[config.mk]
export PLATFORM = sky130hd
export DESIGN_NAME = signature_packet_parser
export DESIGN_NICKNAME = d
export VERILOG_FILES = /design/src/hdl/spp_pkg.sv /design/src/hdl/spp_fifo.sv /design/src/hdl/spp_core.sv /design/src/hdl/signature_packet_parser.sv
export VERILOG_INCLUDE_DIRS = /design/src /design/src/hdl
export SDC_FILE = /design/constraint.sdc
export NUM_CORES = 2
export LEC_CHECK = 0
export BUFFER_PORTS_ARGS = -buffer_cell sky130_fd_sc_hd__buf_2
export CELL_PAD_IN_SITES_DETAIL_PLACEMENT = 1
export CELL_PAD_IN_SITES_GLOBAL_PLACEMENT = 1
export CORE_MARGIN = 5
export CORE_UTILIZATION = 54
export DETAILED_ROUTE_END_ITERATION = 8
export GPL_ROUTABILITY_DRIVEN = 0
export PLACE_DENSITY_LB_ADDON = 0.15
export SLEW_MARGIN = 40
export SYNTH_ARGS = -nofsm -noshare
export SYNTH_HDL_FRONTEND = slang
export SYNTH_SLANG_ARGS = --single-unit
[constraint.sdc]
create_clock -name clk_i -period 14.9 [get_ports clk_i]
set_input_delay 0.745 -clock clk_i [delete_from_list [all_inputs] [get_ports clk_i]]
set_output_delay 0.745 -clock clk_i [all_outputs]
set_load 0.05 [all_outputs]
[src/hdl/signature_packet_parser_macros.svh]
// ----------------------------------------------------------------------------
// signature_packet_parser_macros.svh
// assertion macros shared by the signature packet parser modules
// ----------------------------------------------------------------------------
`ifndef SIGNATURE_PACKET_PARSER_MACROS_SVH
`define SIGNATURE_PACKET_PARSER_MACROS_SVH

`ifndef SYNTHESIS

// antecedent implies consequent in the same cycle
`define SPP_ASSERT_IMP(lbl, ante, cons) \
  lbl: assert property (@(posedge clk_i) disable iff (!rst_ni) (ante) |-> (cons)) \
    else $error("spp assertion failed");

// antecedent implies consequent in the next cycle
`define SPP_ASSERT_NXT(lbl, ante, cons) \
  lbl: assert property (@(posedge clk_i) disable iff (!rst_ni) (ante) |=> (cons)) \
    else $error("spp assertion failed");

`else

`define SPP_ASSERT_IMP(lbl, ante, cons)
`define SPP_ASSERT_NXT(lbl, ante, cons)

`endif

`endif

[src/hdl/spp_pkg.sv]
// ----------------------------------------------------------------------------
// spp_pkg
// types and constants of the signature packet parser
// ----------------------------------------------------------------------------
package spp_pkg;

  // format constants
  localparam logic [3:0] MinBody       = 4'd12;
  localparam logic [7:0] TwoOctetMark  = 8'd192;
  localparam logic [7:0] FiveOctetMark = 8'd255;
  localparam logic [16:0] HashedFixed  = 17'd6;
  localparam logic [7:0] VersionFour   = 8'd4;
  localparam logic [7:0] AlgRsa        = 8'd1;
  localparam logic [7:0] SubTime       = 8'd2;
  localparam logic [7:0] SubIssuer     = 8'd16;
  localparam logic [2:0] Len5Bytes     = 3'd4;

  // result queue geometry
  localparam int FifoDepth = 4;
  localparam int FifoPtrW  = $clog2(FifoDepth);
  localparam int FifoCntW  = $clog2(FifoDepth + 1);

  // summary status codes
  localparam logic [2:0] ST_OK          = 3'd0;
  localparam logic [2:0] ST_SHORT       = 3'd1;
  localparam logic [2:0] ST_OVERRUN     = 3'd2;
  localparam logic [2:0] ST_BAD_SUBLEN  = 3'd3;
  localparam logic [2:0] ST_BAD_VERSION = 3'd4;
  localparam logic [2:0] ST_BAD_ALG     = 3'd5;

  // result kinds
  localparam logic KIND_VALUE   = 1'b0;
  localparam logic KIND_SUMMARY = 1'b1;

  // top-level parse phase
  typedef enum logic [15:0] {
    PH_VER   = 16'h0001,
    PH_TYPE  = 16'h0002,
    PH_PKA   = 16'h0004,
    PH_HASH  = 16'h0008,
    PH_HLEN0 = 16'h0010,
    PH_HLEN1 = 16'h0020,
    PH_ULEN0 = 16'h0040,
    PH_ULEN1 = 16'h0080,
    PH_AREA  = 16'h0100,
    PH_CHK0  = 16'h0200,
    PH_CHK1  = 16'h0400,
    PH_BITS0 = 16'h0800,
    PH_BITS1 = 16'h1000,
    PH_VALUE = 16'h2000,
    PH_DONE  = 16'h4000,
    PH_HALT  = 16'h8000
  } spp_phase_e;

  // position inside a subpacket
  typedef enum logic [4:0] {
    SUB_LEN0 = 5'h01,
    SUB_LEN2 = 5'h02,
    SUB_LEN5 = 5'h04,
    SUB_KIND = 5'h08,
    SUB_BODY = 5'h10
  } spp_sub_e;

  // one result item
  typedef struct packed {
    logic        kind;
    logic [7:0]  value_byte;
    logic        value_final;
    logic [7:0]  signature_class;
    logic [7:0]  key_algorithm;
    logic [7:0]  digest_algorithm;
    logic [31:0] made_at;
    logic [63:0] issuer_id;
    logic [15:0] quick_check;
    logic [16:0] hashed_length;
    logic [2:0]  status;
  } spp_result_t;

  // results produced by one processed item
  typedef struct packed {
    logic value;
    logic summary;
  } spp_push_t;

endpackage

[src/hdl/spp_fifo.sv]
// ----------------------------------------------------------------------------
// spp_fifo
// result queue: takes up to two results a cycle and, while the output is not stalled, gives one a cycle
// ----------------------------------------------------------------------------
`include "signature_packet_parser_macros.svh"

module spp_fifo (
  input  logic                clk_i,
  input  logic                rst_ni,
  input  spp_pkg::spp_push_t  push_i,
  input  spp_pkg::spp_result_t val_res_i,
  input  spp_pkg::spp_result_t sum_res_i,
  output logic                room_o,
  output logic                out_valid_o,
  input  logic                out_stall_i,
  output spp_pkg::spp_result_t out_res_o
);

  spp_pkg::spp_result_t mem_q [spp_pkg::FifoDepth];
  logic [spp_pkg::FifoPtrW-1:0] wptr_q, wptr_d, wptr_nx, rptr_q, rptr_d;
  logic [spp_pkg::FifoCntW-1:0] count_q, count_d, push_cnt;
  logic                         pop;
  logic                         wr0_en, wr1_en;
  spp_pkg::spp_result_t         wr0_data;

  // room for a full pair of results
  assign room_o      = count_q <= spp_pkg::FifoCntW'(spp_pkg::FifoDepth - 2);
  assign out_valid_o = count_q != '0;
  assign out_res_o   = mem_q[rptr_q];
  assign pop         = out_valid_o && !out_stall_i;

  // write ports: value result goes first when both come
  always_comb begin
    wr0_en   = push_i.value || push_i.summary;
    wr1_en   = push_i.value && push_i.summary;
    wr0_data = push_i.value ? val_res_i : sum_res_i;
    push_cnt = spp_pkg::FifoCntW'(push_i.value) + spp_pkg::FifoCntW'(push_i.summary);
    wptr_nx  = wptr_q + spp_pkg::FifoPtrW'(1);
    wptr_d   = wptr_q + spp_pkg::FifoPtrW'(push_cnt);
    rptr_d   = pop ? rptr_q + spp_pkg::FifoPtrW'(1) : rptr_q;
    count_d  = count_q + push_cnt - spp_pkg::FifoCntW'(pop);
  end

  // storage
  always_ff @(posedge clk_i) begin
    if (wr0_en) begin
      mem_q[wptr_q] <= wr0_data;
    end
    if (wr1_en) begin
      mem_q[wptr_nx] <= sum_res_i;
    end
  end

  // pointers and fill level
  always_ff @(posedge clk_i or negedge rst_ni) begin
    if (!rst_ni) begin
      wptr_q  <= '0;
      rptr_q  <= '0;
      count_q <= '0;
    end else begin
      wptr_q  <= wptr_d;
      rptr_q  <= rptr_d;
      count_q <= count_d;
    end
  end

  `SPP_ASSERT_IMP(a_no_overflow, push_cnt != '0, count_q + push_cnt <= spp_pkg::FifoCntW'(spp_pkg::FifoDepth))
  `SPP_ASSERT_IMP(a_ptr_count, 1'b1, spp_pkg::FifoPtrW'(wptr_q - rptr_q) == spp_pkg::FifoPtrW'(count_q))

endmodule

[src/hdl/spp_core.sv]
// ----------------------------------------------------------------------------
// spp_core
// input register and one-byte-per-cycle parse of the signature packet body, while the result queue has room
// ----------------------------------------------------------------------------
`include "signature_packet_parser_macros.svh"

module spp_core (
  input  logic                 clk_i,
  input  logic                 rst_ni,
  input  logic                 in_valid_i,
  output logic                 in_stall_o,
  input  logic [7:0]           body_byte_i,
  input  logic                 first_of_packet_i,
  input  logic                 last_of_packet_i,
  input  logic                 room_i,
  output spp_pkg::spp_push_t   push_o,
  output spp_pkg::spp_result_t val_res_o,
  output spp_pkg::spp_result_t sum_res_o
);

  // input register
  logic       in_valid_q;
  logic [7:0] byte_q;
  logic       first_q, last_q;
  logic       proc;

  // parse state
  spp_pkg::spp_phase_e phase_q, c_phase, n_phase;
  spp_pkg::spp_sub_e   sub_q, c_sub, n_sub;
  logic        unh_q, c_unh, n_unh;
  logic [3:0]  cnt_q, c_cnt, n_cnt;
  logic [15:0] area_q, c_area, n_area;
  logic [31:0] len_q, c_len, n_len;
  logic [7:0]  kind_q, c_kind, n_kind;
  logic [63:0] shift_q, c_shift, n_shift;
  logic [23:0] hdr_q, c_hdr, n_hdr;
  logic [31:0] time_q, c_time, n_time;
  logic [63:0] issuer_q, c_issuer, n_issuer;
  logic [15:0] check_q, c_check, n_check;
  logic [16:0] hlen_q, c_hlen, n_hlen;
  logic [13:0] vl_q, c_vl, n_vl;
  logic [2:0]  err_q, c_err, n_err;

  logic        hdr_done;
  spp_pkg::spp_sub_e hdr_next;
  logic        sub_end;
  logic        sub_fail;
  logic [16:0] bits_sum;
  logic        val_push;
  logic        val_final;
  logic [2:0]  status;

  assign proc       = in_valid_q && room_i;
  assign in_stall_o = in_valid_q && !room_i;

  // input register: refills whenever it is empty or being consumed
  always_ff @(posedge clk_i or negedge rst_ni) begin
    if (!rst_ni) begin
      in_valid_q <= 1'b0;
    end else if (!in_stall_o) begin
      in_valid_q <= in_valid_i;
    end
  end

  always_ff @(posedge clk_i) begin
    if (!in_stall_o && in_valid_i) begin
      byte_q  <= body_byte_i;
      first_q <= first_of_packet_i;
      last_q  <= last_of_packet_i;
    end
  end

  // next state for one byte
  always_comb begin
    // first of packet starts from a clean state
    c_phase  = first_q ? spp_pkg::PH_VER : phase_q;
    c_sub    = first_q ? spp_pkg::SUB_LEN0 : sub_q;
    c_unh    = first_q ? 1'b0 : unh_q;
    c_cnt    = first_q ? '0 : cnt_q;
    c_area   = first_q ? '0 : area_q;
    c_len    = first_q ? '0 : len_q;
    c_kind   = first_q ? '0 : kind_q;
    c_shift  = first_q ? '0 : shift_q;
    c_hdr    = first_q ? '0 : hdr_q;
    c_time   = first_q ? '0 : time_q;
    c_issuer = first_q ? '0 : issuer_q;
    c_check  = first_q ? '0 : check_q;
    c_hlen   = first_q ? '0 : hlen_q;
    c_vl     = first_q ? '0 : vl_q;
    c_err    = first_q ? spp_pkg::ST_OK : err_q;

    n_phase  = c_phase;
    n_sub    = c_sub;
    n_unh    = c_unh;
    n_area   = c_area;
    n_len    = c_len;
    n_kind   = c_kind;
    n_shift  = c_shift;
    n_hdr    = c_hdr;
    n_time   = c_time;
    n_issuer = c_issuer;
    n_check  = c_check;
    n_hlen   = c_hlen;
    n_vl     = c_vl;
    n_err    = c_err;

    // byte count saturates once the minimum body is reached
    n_cnt = (c_cnt == spp_pkg::MinBody) ? c_cnt : c_cnt + 4'd1;

    hdr_done  = 1'b0;
    hdr_next  = spp_pkg::SUB_KIND;
    sub_end   = 1'b0;
    sub_fail  = 1'b0;
    bits_sum  = '0;
    val_push  = 1'b0;
    val_final = 1'b0;

    case (c_phase)
      spp_pkg::PH_VER: begin
        if (byte_q != spp_pkg::VersionFour) begin
          n_err   = spp_pkg::ST_BAD_VERSION;
          n_phase = spp_pkg::PH_HALT;
        end else begin
          n_phase = spp_pkg::PH_TYPE;
        end
      end
      spp_pkg::PH_TYPE: begin
        n_hdr   = {byte_q, c_hdr[15:0]};
        n_phase = spp_pkg::PH_PKA;
      end
      spp_pkg::PH_PKA: begin
        n_hdr   = {c_hdr[23:16], byte_q, c_hdr[7:0]};
        n_phase = spp_pkg::PH_HASH;
      end
      spp_pkg::PH_HASH: begin
        n_hdr   = {c_hdr[23:8], byte_q};
        n_phase = spp_pkg::PH_HLEN0;
      end
      spp_pkg::PH_HLEN0: begin
        n_area  = {byte_q, 8'h00};
        n_phase = spp_pkg::PH_HLEN1;
      end
      spp_pkg::PH_ULEN0: begin
        n_area  = {byte_q, 8'h00};
        n_phase = spp_pkg::PH_ULEN1;
      end
      spp_pkg::PH_HLEN1: begin
        n_area = {c_area[15:8], byte_q};
        n_hlen = spp_pkg::HashedFixed + {1'b0, n_area};
        if (n_area != '0) begin
          n_phase = spp_pkg::PH_AREA;
          n_sub   = spp_pkg::SUB_LEN0;
          n_unh   = 1'b0;
        end else begin
          n_phase = spp_pkg::PH_ULEN0;
        end
      end
      spp_pkg::PH_ULEN1: begin
        n_area = {c_area[15:8], byte_q};
        if (n_area != '0) begin
          n_phase = spp_pkg::PH_AREA;
          n_sub   = spp_pkg::SUB_LEN0;
          n_unh   = 1'b1;
        end else begin
          n_phase = spp_pkg::PH_CHK0;
        end
      end
      spp_pkg::PH_AREA: begin
        n_area = c_area - 16'd1;
        // subpacket walk
        case (c_sub)
          spp_pkg::SUB_LEN0: begin
            n_kind   = '0;
            hdr_done = 1'b1;
            if (byte_q < spp_pkg::TwoOctetMark) begin
              n_len    = {24'h0, byte_q};
              hdr_next = spp_pkg::SUB_KIND;
            end else if (byte_q < spp_pkg::FiveOctetMark) begin
              n_len    = {16'h0, byte_q - spp_pkg::TwoOctetMark, 8'h00};
              hdr_next = spp_pkg::SUB_LEN2;
            end else begin
              n_len    = '0;
              hdr_next = spp_pkg::SUB_LEN5;
            end
          end
          spp_pkg::SUB_LEN2: begin
            n_len    = c_len + {24'h0, byte_q} + {24'h0, spp_pkg::TwoOctetMark};
            hdr_done = 1'b1;
            hdr_next = spp_pkg::SUB_KIND;
          end
          spp_pkg::SUB_LEN5: begin
            n_len    = {c_len[23:0], byte_q};
            n_kind   = c_kind + 8'd1;
            hdr_done = 1'b1;
            hdr_next = (n_kind >= {5'h0, spp_pkg::Len5Bytes}) ? spp_pkg::SUB_KIND
                                                              : spp_pkg::SUB_LEN5;
          end
          spp_pkg::SUB_KIND: begin
            // critical bit dropped
            n_kind = {1'b0, byte_q[6:0]};
            n_len  = c_len - 32'd1;
            if ((n_kind == spp_pkg::SubTime && n_len != 32'd4) ||
                (n_kind == spp_pkg::SubIssuer && n_len != 32'd8) ||
                (n_len > {16'h0, n_area})) begin
              sub_fail = 1'b1;
            end else if (n_len == '0) begin
              sub_end = 1'b1;
            end else begin
              n_shift = '0;
              n_sub   = spp_pkg::SUB_BODY;
            end
          end
          spp_pkg::SUB_BODY: begin
            n_shift = {c_shift[55:0], byte_q};
            n_len   = c_len - 32'd1;
            if (n_len == '0) begin
              if (c_kind == spp_pkg::SubTime) begin
                n_time = n_shift[31:0];
              end else if (c_kind == spp_pkg::SubIssuer) begin
                n_issuer = n_shift;
              end
              sub_end = 1'b1;
            end
          end
          default: begin
          end
        endcase

        // length header finished: check it against the area
        if (hdr_done) begin
          n_sub = hdr_next;
          if ((hdr_next == spp_pkg::SUB_KIND && n_len == '0) || n_area == '0) begin
            sub_fail = 1'b1;
          end
        end

        // subpacket finished: next one or leave the area
        if (sub_end) begin
          if (n_area == '0) begin
            n_phase = c_unh ? spp_pkg::PH_CHK0 : spp_pkg::PH_ULEN0;
          end else begin
            n_sub = spp_pkg::SUB_LEN0;
          end
        end

        if (sub_fail) begin
          n_err   = spp_pkg::ST_BAD_SUBLEN;
          n_phase = spp_pkg::PH_HALT;
        end
      end
      spp_pkg::PH_CHK0: begin
        n_check = {byte_q, 8'h00};
        n_phase = spp_pkg::PH_CHK1;
      end
      spp_pkg::PH_CHK1: begin
        n_check = {c_check[15:8], byte_q};
        if (c_hdr[15:8] != spp_pkg::AlgRsa) begin
          n_err   = spp_pkg::ST_BAD_ALG;
          n_phase = spp_pkg::PH_HALT;
        end else begin
          n_phase = spp_pkg::PH_BITS0;
        end
      end
      spp_pkg::PH_BITS0: begin
        // high byte of the bit count held until the low byte arrives
        n_vl    = {6'h0, byte_q};
        n_phase = spp_pkg::PH_BITS1;
      end
      spp_pkg::PH_BITS1: begin
        bits_sum = {1'b0, c_vl[7:0], byte_q} + 17'd7;
        n_vl     = bits_sum[16:3];
        n_phase  = (n_vl != '0) ? spp_pkg::PH_VALUE : spp_pkg::PH_DONE;
      end
      spp_pkg::PH_VALUE: begin
        val_push  = 1'b1;
        val_final = c_vl == 14'd1;
        n_vl      = c_vl - 14'd1;
        if (n_vl == '0) begin
          n_phase = spp_pkg::PH_DONE;
        end
      end
      default: begin
      end
    endcase

    // end of packet status
    if (n_cnt < spp_pkg::MinBody) begin
      status = spp_pkg::ST_SHORT;
    end else if (n_err != spp_pkg::ST_OK) begin
      status = n_err;
    end else if (n_phase == spp_pkg::PH_DONE) begin
      status = spp_pkg::ST_OK;
    end else if (n_phase == spp_pkg::PH_AREA) begin
      status = spp_pkg::ST_OVERRUN;
    end else begin
      status = spp_pkg::ST_SHORT;
    end
  end

  // result items
  always_comb begin
    val_res_o             = '0;
    val_res_o.kind        = spp_pkg::KIND_VALUE;
    val_res_o.value_byte  = byte_q;
    val_res_o.value_final = val_final;

    sum_res_o                  = '0;
    sum_res_o.kind             = spp_pkg::KIND_SUMMARY;
    sum_res_o.signature_class  = n_hdr[23:16];
    sum_res_o.key_algorithm    = n_hdr[15:8];
    sum_res_o.digest_algorithm = n_hdr[7:0];
    sum_res_o.made_at          = n_time;
    sum_res_o.issuer_id        = n_issuer;
    sum_res_o.quick_check      = n_check;
    sum_res_o.hashed_length    = n_hlen;
    sum_res_o.status           = status;

    push_o.value   = proc && val_push;
    push_o.summary = proc && last_q;
  end

  // state registers, cleared after the last byte of a packet
  always_ff @(posedge clk_i or negedge rst_ni) begin
    if (!rst_ni) begin
      phase_q  <= spp_pkg::PH_VER;
      sub_q    <= spp_pkg::SUB_LEN0;
      unh_q    <= 1'b0;
      cnt_q    <= '0;
      area_q   <= '0;
      len_q    <= '0;
      kind_q   <= '0;
      shift_q  <= '0;
      hdr_q    <= '0;
      time_q   <= '0;
      issuer_q <= '0;
      check_q  <= '0;
      hlen_q   <= '0;
      vl_q     <= '0;
      err_q    <= spp_pkg::ST_OK;
    end else if (proc && last_q) begin
      phase_q  <= spp_pkg::PH_VER;
      sub_q    <= spp_pkg::SUB_LEN0;
      unh_q    <= 1'b0;
      cnt_q    <= '0;
      area_q   <= '0;
      len_q    <= '0;
      kind_q   <= '0;
      shift_q  <= '0;
      hdr_q    <= '0;
      time_q   <= '0;
      issuer_q <= '0;
      check_q  <= '0;
      hlen_q   <= '0;
      vl_q     <= '0;
      err_q    <= spp_pkg::ST_OK;
    end else if (proc) begin
      phase_q  <= n_phase;
      sub_q    <= n_sub;
      unh_q    <= n_unh;
      cnt_q    <= n_cnt;
      area_q   <= n_area;
      len_q    <= n_len;
      kind_q   <= n_kind;
      shift_q  <= n_shift;
      hdr_q    <= n_hdr;
      time_q   <= n_time;
      issuer_q <= n_issuer;
      check_q  <= n_check;
      hlen_q   <= n_hlen;
      vl_q     <= n_vl;
      err_q    <= n_err;
    end
  end

  `SPP_ASSERT_NXT(a_last_clears, proc && last_q, phase_q == spp_pkg::PH_VER && err_q == spp_pkg::ST_OK)
  `SPP_ASSERT_IMP(a_halt_has_error, phase_q == spp_pkg::PH_HALT, err_q != spp_pkg::ST_OK)
  `SPP_ASSERT_IMP(a_value_pending, phase_q == spp_pkg::PH_VALUE, vl_q != '0)

endmodule

[src/hdl/signature_packet_parser.sv]
// ----------------------------------------------------------------------------
// signature_packet_parser
// streaming parser for a version 4 signature packet body, one byte an item
// ----------------------------------------------------------------------------
//  channel  dir  handshake               payload
//  in       in   in_valid_i/in_stall_o   body_byte_i, first/last_of_packet_i
//  out      out  out_valid_o/out_stall_i result_kind_o .. status_o
//
//  while the result queue has room, one input item is parsed per cycle: input register, parse logic, result queue
//  an accepted byte passes the input register and then the result queue before its result reaches the output
//  the last byte of a packet yields a summary item after any value item
//  a four-entry result queue lets input flow while the output side stalls
//  reset is asynchronous, active low, and returns the parser to the version byte
// ----------------------------------------------------------------------------
module signature_packet_parser (
  input  logic        clk_i,
  input  logic        rst_ni,
  input  logic        in_valid_i,
  output logic        in_stall_o,
  input  logic [7:0]  body_byte_i,
  input  logic        first_of_packet_i,
  input  logic        last_of_packet_i,
  output logic        out_valid_o,
  input  logic        out_stall_i,
  output logic        result_kind_o,
  output logic [7:0]  value_byte_o,
  output logic        value_final_o,
  output logic [7:0]  signature_class_o,
  output logic [7:0]  key_algorithm_o,
  output logic [7:0]  digest_algorithm_o,
  output logic [31:0] made_at_o,
  output logic [63:0] issuer_id_o,
  output logic [15:0] quick_check_o,
  output logic [16:0] hashed_length_o,
  output logic [2:0]  status_o
);

  spp_pkg::spp_push_t   push;
  spp_pkg::spp_result_t val_res, sum_res, out_res;
  logic                 room;

  // parser
  spp_core u_core (
    .clk_i             (clk_i),
    .rst_ni            (rst_ni),
    .in_valid_i        (in_valid_i),
    .in_stall_o        (in_stall_o),
    .body_byte_i       (body_byte_i),
    .first_of_packet_i (first_of_packet_i),
    .last_of_packet_i  (last_of_packet_i),
    .room_i            (room),
    .push_o            (push),
    .val_res_o         (val_res),
    .sum_res_o         (sum_res)
  );

  // result queue
  spp_fifo u_fifo (
    .clk_i       (clk_i),
    .rst_ni      (rst_ni),
    .push_i      (push),
    .val_res_i   (val_res),
    .sum_res_i   (sum_res),
    .room_o      (room),
    .out_valid_o (out_valid_o),
    .out_stall_i (out_stall_i),
    .out_res_o   (out_res)
  );

  // result fields onto ports
  assign result_kind_o      = out_res.kind;
  assign value_byte_o       = out_res.value_byte;
  assign value_final_o      = out_res.value_final;
  assign signature_class_o  = out_res.signature_class;
  assign key_algorithm_o    = out_res.key_algorithm;
  assign digest_algorithm_o = out_res.digest_algorithm;
  assign made_at_o          = out_res.made_at;
  assign issuer_id_o        = out_res.issuer_id;
  assign quick_check_o      = out_res.quick_check;
  assign hashed_length_o    = out_res.hashed_length;
  assign status_o           = out_res.status;

endmodule
# == Word level (Yosys, flattened, before mapping) ==
# Memory sizes are Yosys's and may differ from the RTL's.
# Index checks and enable logic that the tools add are counted.
# classes
n_bitwise,0
div_mod_pow,0
n_mux,124
multipliers,0
shift,0
magnitude_cmp,6
n_addsub,16
eq_ne,32
n_reduce_logical,30
# ops
cell,n
64-bit 2-to-1 mux,14
32-bit 2-to-1 mux,13
16-bit 2-to-1 mux,16
16-bit one-hot mux with 14 select lines,1
166-bit 2-to-1 mux,1
32-bit one-hot mux with 4 select lines,1
64-bit one-hot mux with 2 select lines,1
24-bit 2-to-1 mux,3
24-bit one-hot mux with 3 select lines,1
17-bit 2-to-1 mux,4
32-bit logical NOT,2
5-bit 2-to-1 mux,12
16-bit one-hot mux with 3 select lines,1
14-bit 2-to-1 mux,3
14-bit one-hot mux with 3 select lines,1
32-bit by 8-bit adder with 32-bit output,1
32-bit by 8-bit adder with 32-bit output (second input constant),1
16-bit by 9-bit == test with 1-bit output (second input constant),2
32-bit by 16-bit > comparator with 1-bit output,1
8-bit 2-to-1 mux,4
32-bit by 3-bit != test with 1-bit output (second input constant),1
32-bit by 4-bit != test with 1-bit output (second input constant),1
16-bit one-hot mux with 2 select lines,1
32-bit by 1-bit subtractor with 32-bit output (second input constant),1
65 further kinds,121
# totals
latch_bits,0
reg_bits,334
mem_bits_rw,664
mem_count,1
inputBits,14
rom_bits,0
# mem_list
memory,words,width,rd,rd_ports_with_merged_regs,wr,line_no,rtl
u_fifo.mem_q,4,166,1,0,2,spp_fifo.sv:19,spp_pkg::spp_result_t mem_q [spp_pkg::FifoDepth];

# == Depth between registers and ports, before layout ==
# logic_depth
ltp_word,20
depth_mapped,29

# == By module ==
# From an unflattened synthesis, not the netlist that was laid out.
# unflattened
cells_unflattened,4637
area_unflattened_um2,54333.4
# by_module_without_submodules
mod,cells_each,instances,area_each_um2,seq_area_each_um2
spp_fifo,1916,1,31750.5,20114.3
spp_core,2721,1,22582.9,8035.2

# == Least setup slack after synthesis ==
# OpenSTA, ideal clock, no wires.
# synth_timing
path_type,register to register
startpoint,reg u_core.first_q
endpoint,"mem u_fifo.mem_q[1][0] (netlist bit), enable pin"
path_buffers,6
path_slack_ns,8.272
arrival_time_ns,6.120
setup_time_ns,0.508
synth_period_minus_slack_ns,6.628
required_time_ns,14.392
path_stages_with_launch,16
path_cell_list,edfxtp_1 > clkbuf_1 > clkbuf_1 > buf_2 > nor4_1 > o2111ai_1 > or3_1 > clkbuf_1 > nor2_1 > ha_1 > clkbuf_1 > nor2_1 > a21oi_1 > nand2b_1 > clkbuf_1 > inv_1
# synth_rtl
item,line_no,rtl
"start, declared",spp_core.sv:24,"logic first_q, last_q;"
"start signal, assigned",spp_core.sv:68,first_q <= first_of_packet_i;
"end, declared",spp_fifo.sv:19,

==> flow_summary.ini <==
[worst_setup_path]
path_class = flip-flop to flip-flop
cp-end-kind = flip-flop
critPathArrivalTime_ns = 8.04
crit_fanout = 49
startpoint_type = flip-flop
required_ns = 15.45

[synth]
yosysWarnings = 0
synth_flop_cell = edfxtp_1
post_synth.cell_area_avg_um2 = 11.02
synth_seq_cells = 990
syn-num-nets = 4614
async_flop_share_pct = 31.92
synth_cells = 4547
synth_cell_types = 89
seq_area_frac_synth_pct = 55.37
syn-cell-area_um2 = 50120
synth_edf_count = 634

[finish]
fin_util_pct = 60.51
drive_above_1_share_pct = 14.64
nets = 4583
design_area_um2 = 55630
syn2layout_area_growth_pct = 11.01
n_fill_cell = 9450

[floorplan]
io_pins = 182
start_util_pct = 54.51
die_h_um = 314.6
rows = 111
die_area_um2 = 99000
die_x_um = 314.6
core_um2 = 91940

[route]
totalWireLength_um = 171100
firstDrtPassIters = 6
ant_nets = 0
avgRoutedWirePerCell_um = 29.22
viasPerCell = 6.888
drc = 0
vias = 40338
drtIter0Drc = 4968

[sta]
rsz0062_at_grt = no
worst_pin_slew_ns = 0.8880
skew_ns = 0.02553
timing.final.crit_period_ns = 7.490
setup_viol = 0
maxSlewViolCount = 0
fin_ws_ns = 7.410
max_freq_mhz = 133.5
tns_ns = 0
period_share_pct = 50.27
max_slew_margin_pct = 40.80
hold_viol = 0

[clock_tree]
hold_buffers = 1
cts_max_level = 3
clkTransAtPathRegs_ns = 0.07
cts_setup_buffers = 0
clock_latency_ns = 0.72
clock_path_buffers = 3
cts.sinks = 990
root_buffer = clkbuf_16
cts_tree = built
numCtsBuffers = 107
ctsResizeCount = 0

[outcome]
outcome = finished clean

[placed_design]
place_area_um2 = 52020
dpl.hpwl_um = 99940
post-place-ws_ns = 7.633
numPortBuffers = 181

[power]
p_per_area_nw_per_um2 = 178.3
leakagePower_nw = 19.04
ir_worst_vdd_mv = 0.1782

[global_routing]
track_usage_pct = 34.03
grt.overflow.total = 0
grt_pass1_vias = 42376
grt_pass1_wl_um = 261500
grt_max_degree = 164
antenna_found_initial = 4

[flow_run]
cap_viol_max_count = 0

[min_path]
hold_class = primary input to flip-flop
registers in the layout, indices dropped and copies added, names as in the netlist, 8 cells and up:
| name | cells |
|---|---|
| u_core.shift_q | 56 |
| u_core.kind_q | 8 |
| u_core.phase_q | 16 |
| u_core.hlen_q | 17 |
| u_core.vl_q | 14 |
| u_core.area_q | 16 |
| u_core.byte_q | 8 |
| u_core.hdr_q | 24 |
| u_core.len_q | 32 |
| u_fifo.mem_q | 664 |
| u_core.time_q | 32 |
| u_core.check_q | 16 |
| u_core.issuer_q | 64 |
cells in the final DEF, fill, tap and decap left out, types with 58 or more instances in the layout:
cell type  instances
edfxtp_1         634
nand2_1          482
nor2_1           446
nor3_1           399
o21ai_0          324
dfrtp_1          312
buf_2            180
mux4_2           166
a21oi_1          145
clkbuf_16        109
o31ai_1           91
mux2i_1           89
nand3_1           62
buf_4             60
a22o_1            58
routing by layer:
layer	wire (um)	up-vias	track usage, %
met5	13	-	0
met4	7341	2	13.82
met3	13830	484	5.536
met2	81720	1989	55.79
met1	68200	20846	45.72
li1	-	17017	-
path summary, 6_finish.rpt:
kind / start / to / slack, ns / cells after the start
worst max-delay path: u_core.first_q / u_fifo.mem_q[1][1] / 7.41 / 20
worst min-delay path: body_byte_i[5] / u_core.byte_q[5] / 0.21 / 1
worst max register to register: u_core.first_q / u_fifo.mem_q[1][1] / 7.41 / 20
worst min register to register: u_fifo.mem_q[2][165] / u_fifo.mem_q[2][165] / 0.45 / 2
max in group asynchronous: rst_ni / u_core.shift_q[42] / 12.01 / 5
min in group asynchronous: rst_ni / u_core.check_q[1] / 0.56 / 2
critical path: stages (launching register included):
cell and delay, ns:
edfxtp_1 0.74, buf_4 0.62, nor2b_1 0.15, inv_1 0.16, ha_1 0.54, clkinv_1 0.45
o41ai_1 0.43, o211ai_1 0.22, ha_1 0.23, a21o_1 0.21, a2111oi_0 0.45, a211oi_1 0.09
a221o_1 0.31, a32o_1 0.21, a22oi_1 0.48, a21oi_1 0.17, o21ai_0 0.47, o31ai_2 0.31
or2_2 0.38, o41ai_1 0.47, nor2b_1 0.21
stage by stage:
step	total power [mW]	instances	hold WS (ns)
finish	9.920	5856	0.2087
global route	10.22	5854	0.1898
floorplan	6.121	4547	0.4182
global placement	7.169	5645	0.4306
CTS	9.928	5853	0.1574
detailed placement	7.254	5648	0.4401
logic make-up after synthesis:
group | after synthesis | synth area share [%]
muxes | 261 | 9.380
xor gates and xnor gates | 76 | 1.328
buffers and inverters | 473 | 3.665
DFF | 990 | 55.37
AOI/OAI and AO/OA | 922 | 12.11
adders and majority gates | 53 | 1.353
and+or+nand+nor | 1772 | 16.79
power breakdown:
part | total, mW | internal [mW] | leakage [nW] | switching (mW)
clock | 2.68 | 1.53 | 1.73 | 1.15
combinational | 3.72 | 0.888 | 6.81 | 2.83
sequential | 3.52 | 3.36 | 10.5 | 0.160
total | 9.92 | 5.77 | 19.0 | 4.15
area by class of cell:
type / instances / area (um2) / share of cell area [%]
multi-input combinational: 3084 / 20770 / 37.34
antenna: 2 / 5.005 / 0.008996
clock buffer: 157 / 3088 / 5.551
sequential: 990 / 27760 / 49.89
timing repair buffer: 271 / 1769 / 3.180
tap: 1243 / 1555 / 2.796
inverter: 62 / 255.2 / 0.4588
clock inverter: 47 / 430.4 / 0.7737
synthesized netlist by cell type (all sizes together) (61+ instances only):
master / instances / area (um2)
clkbuf: 329 / 1235
nor3: 403 / 2017
mux4: 166 / 3739
inv: 61 / 229.0
nand2: 486 / 1824
nor2: 450 / 1689
buf: 82 / 369.1
o31ai: 92 / 695.7
o21ai: 328 / 1642
mux2i: 89 / 890.9
edfxtp: 634 / 19040
a21oi: 147 / 747.0
nand3: 63 / 315.3
dfrtp: 314 / 7858
Power figures use the tool's default switching activity.
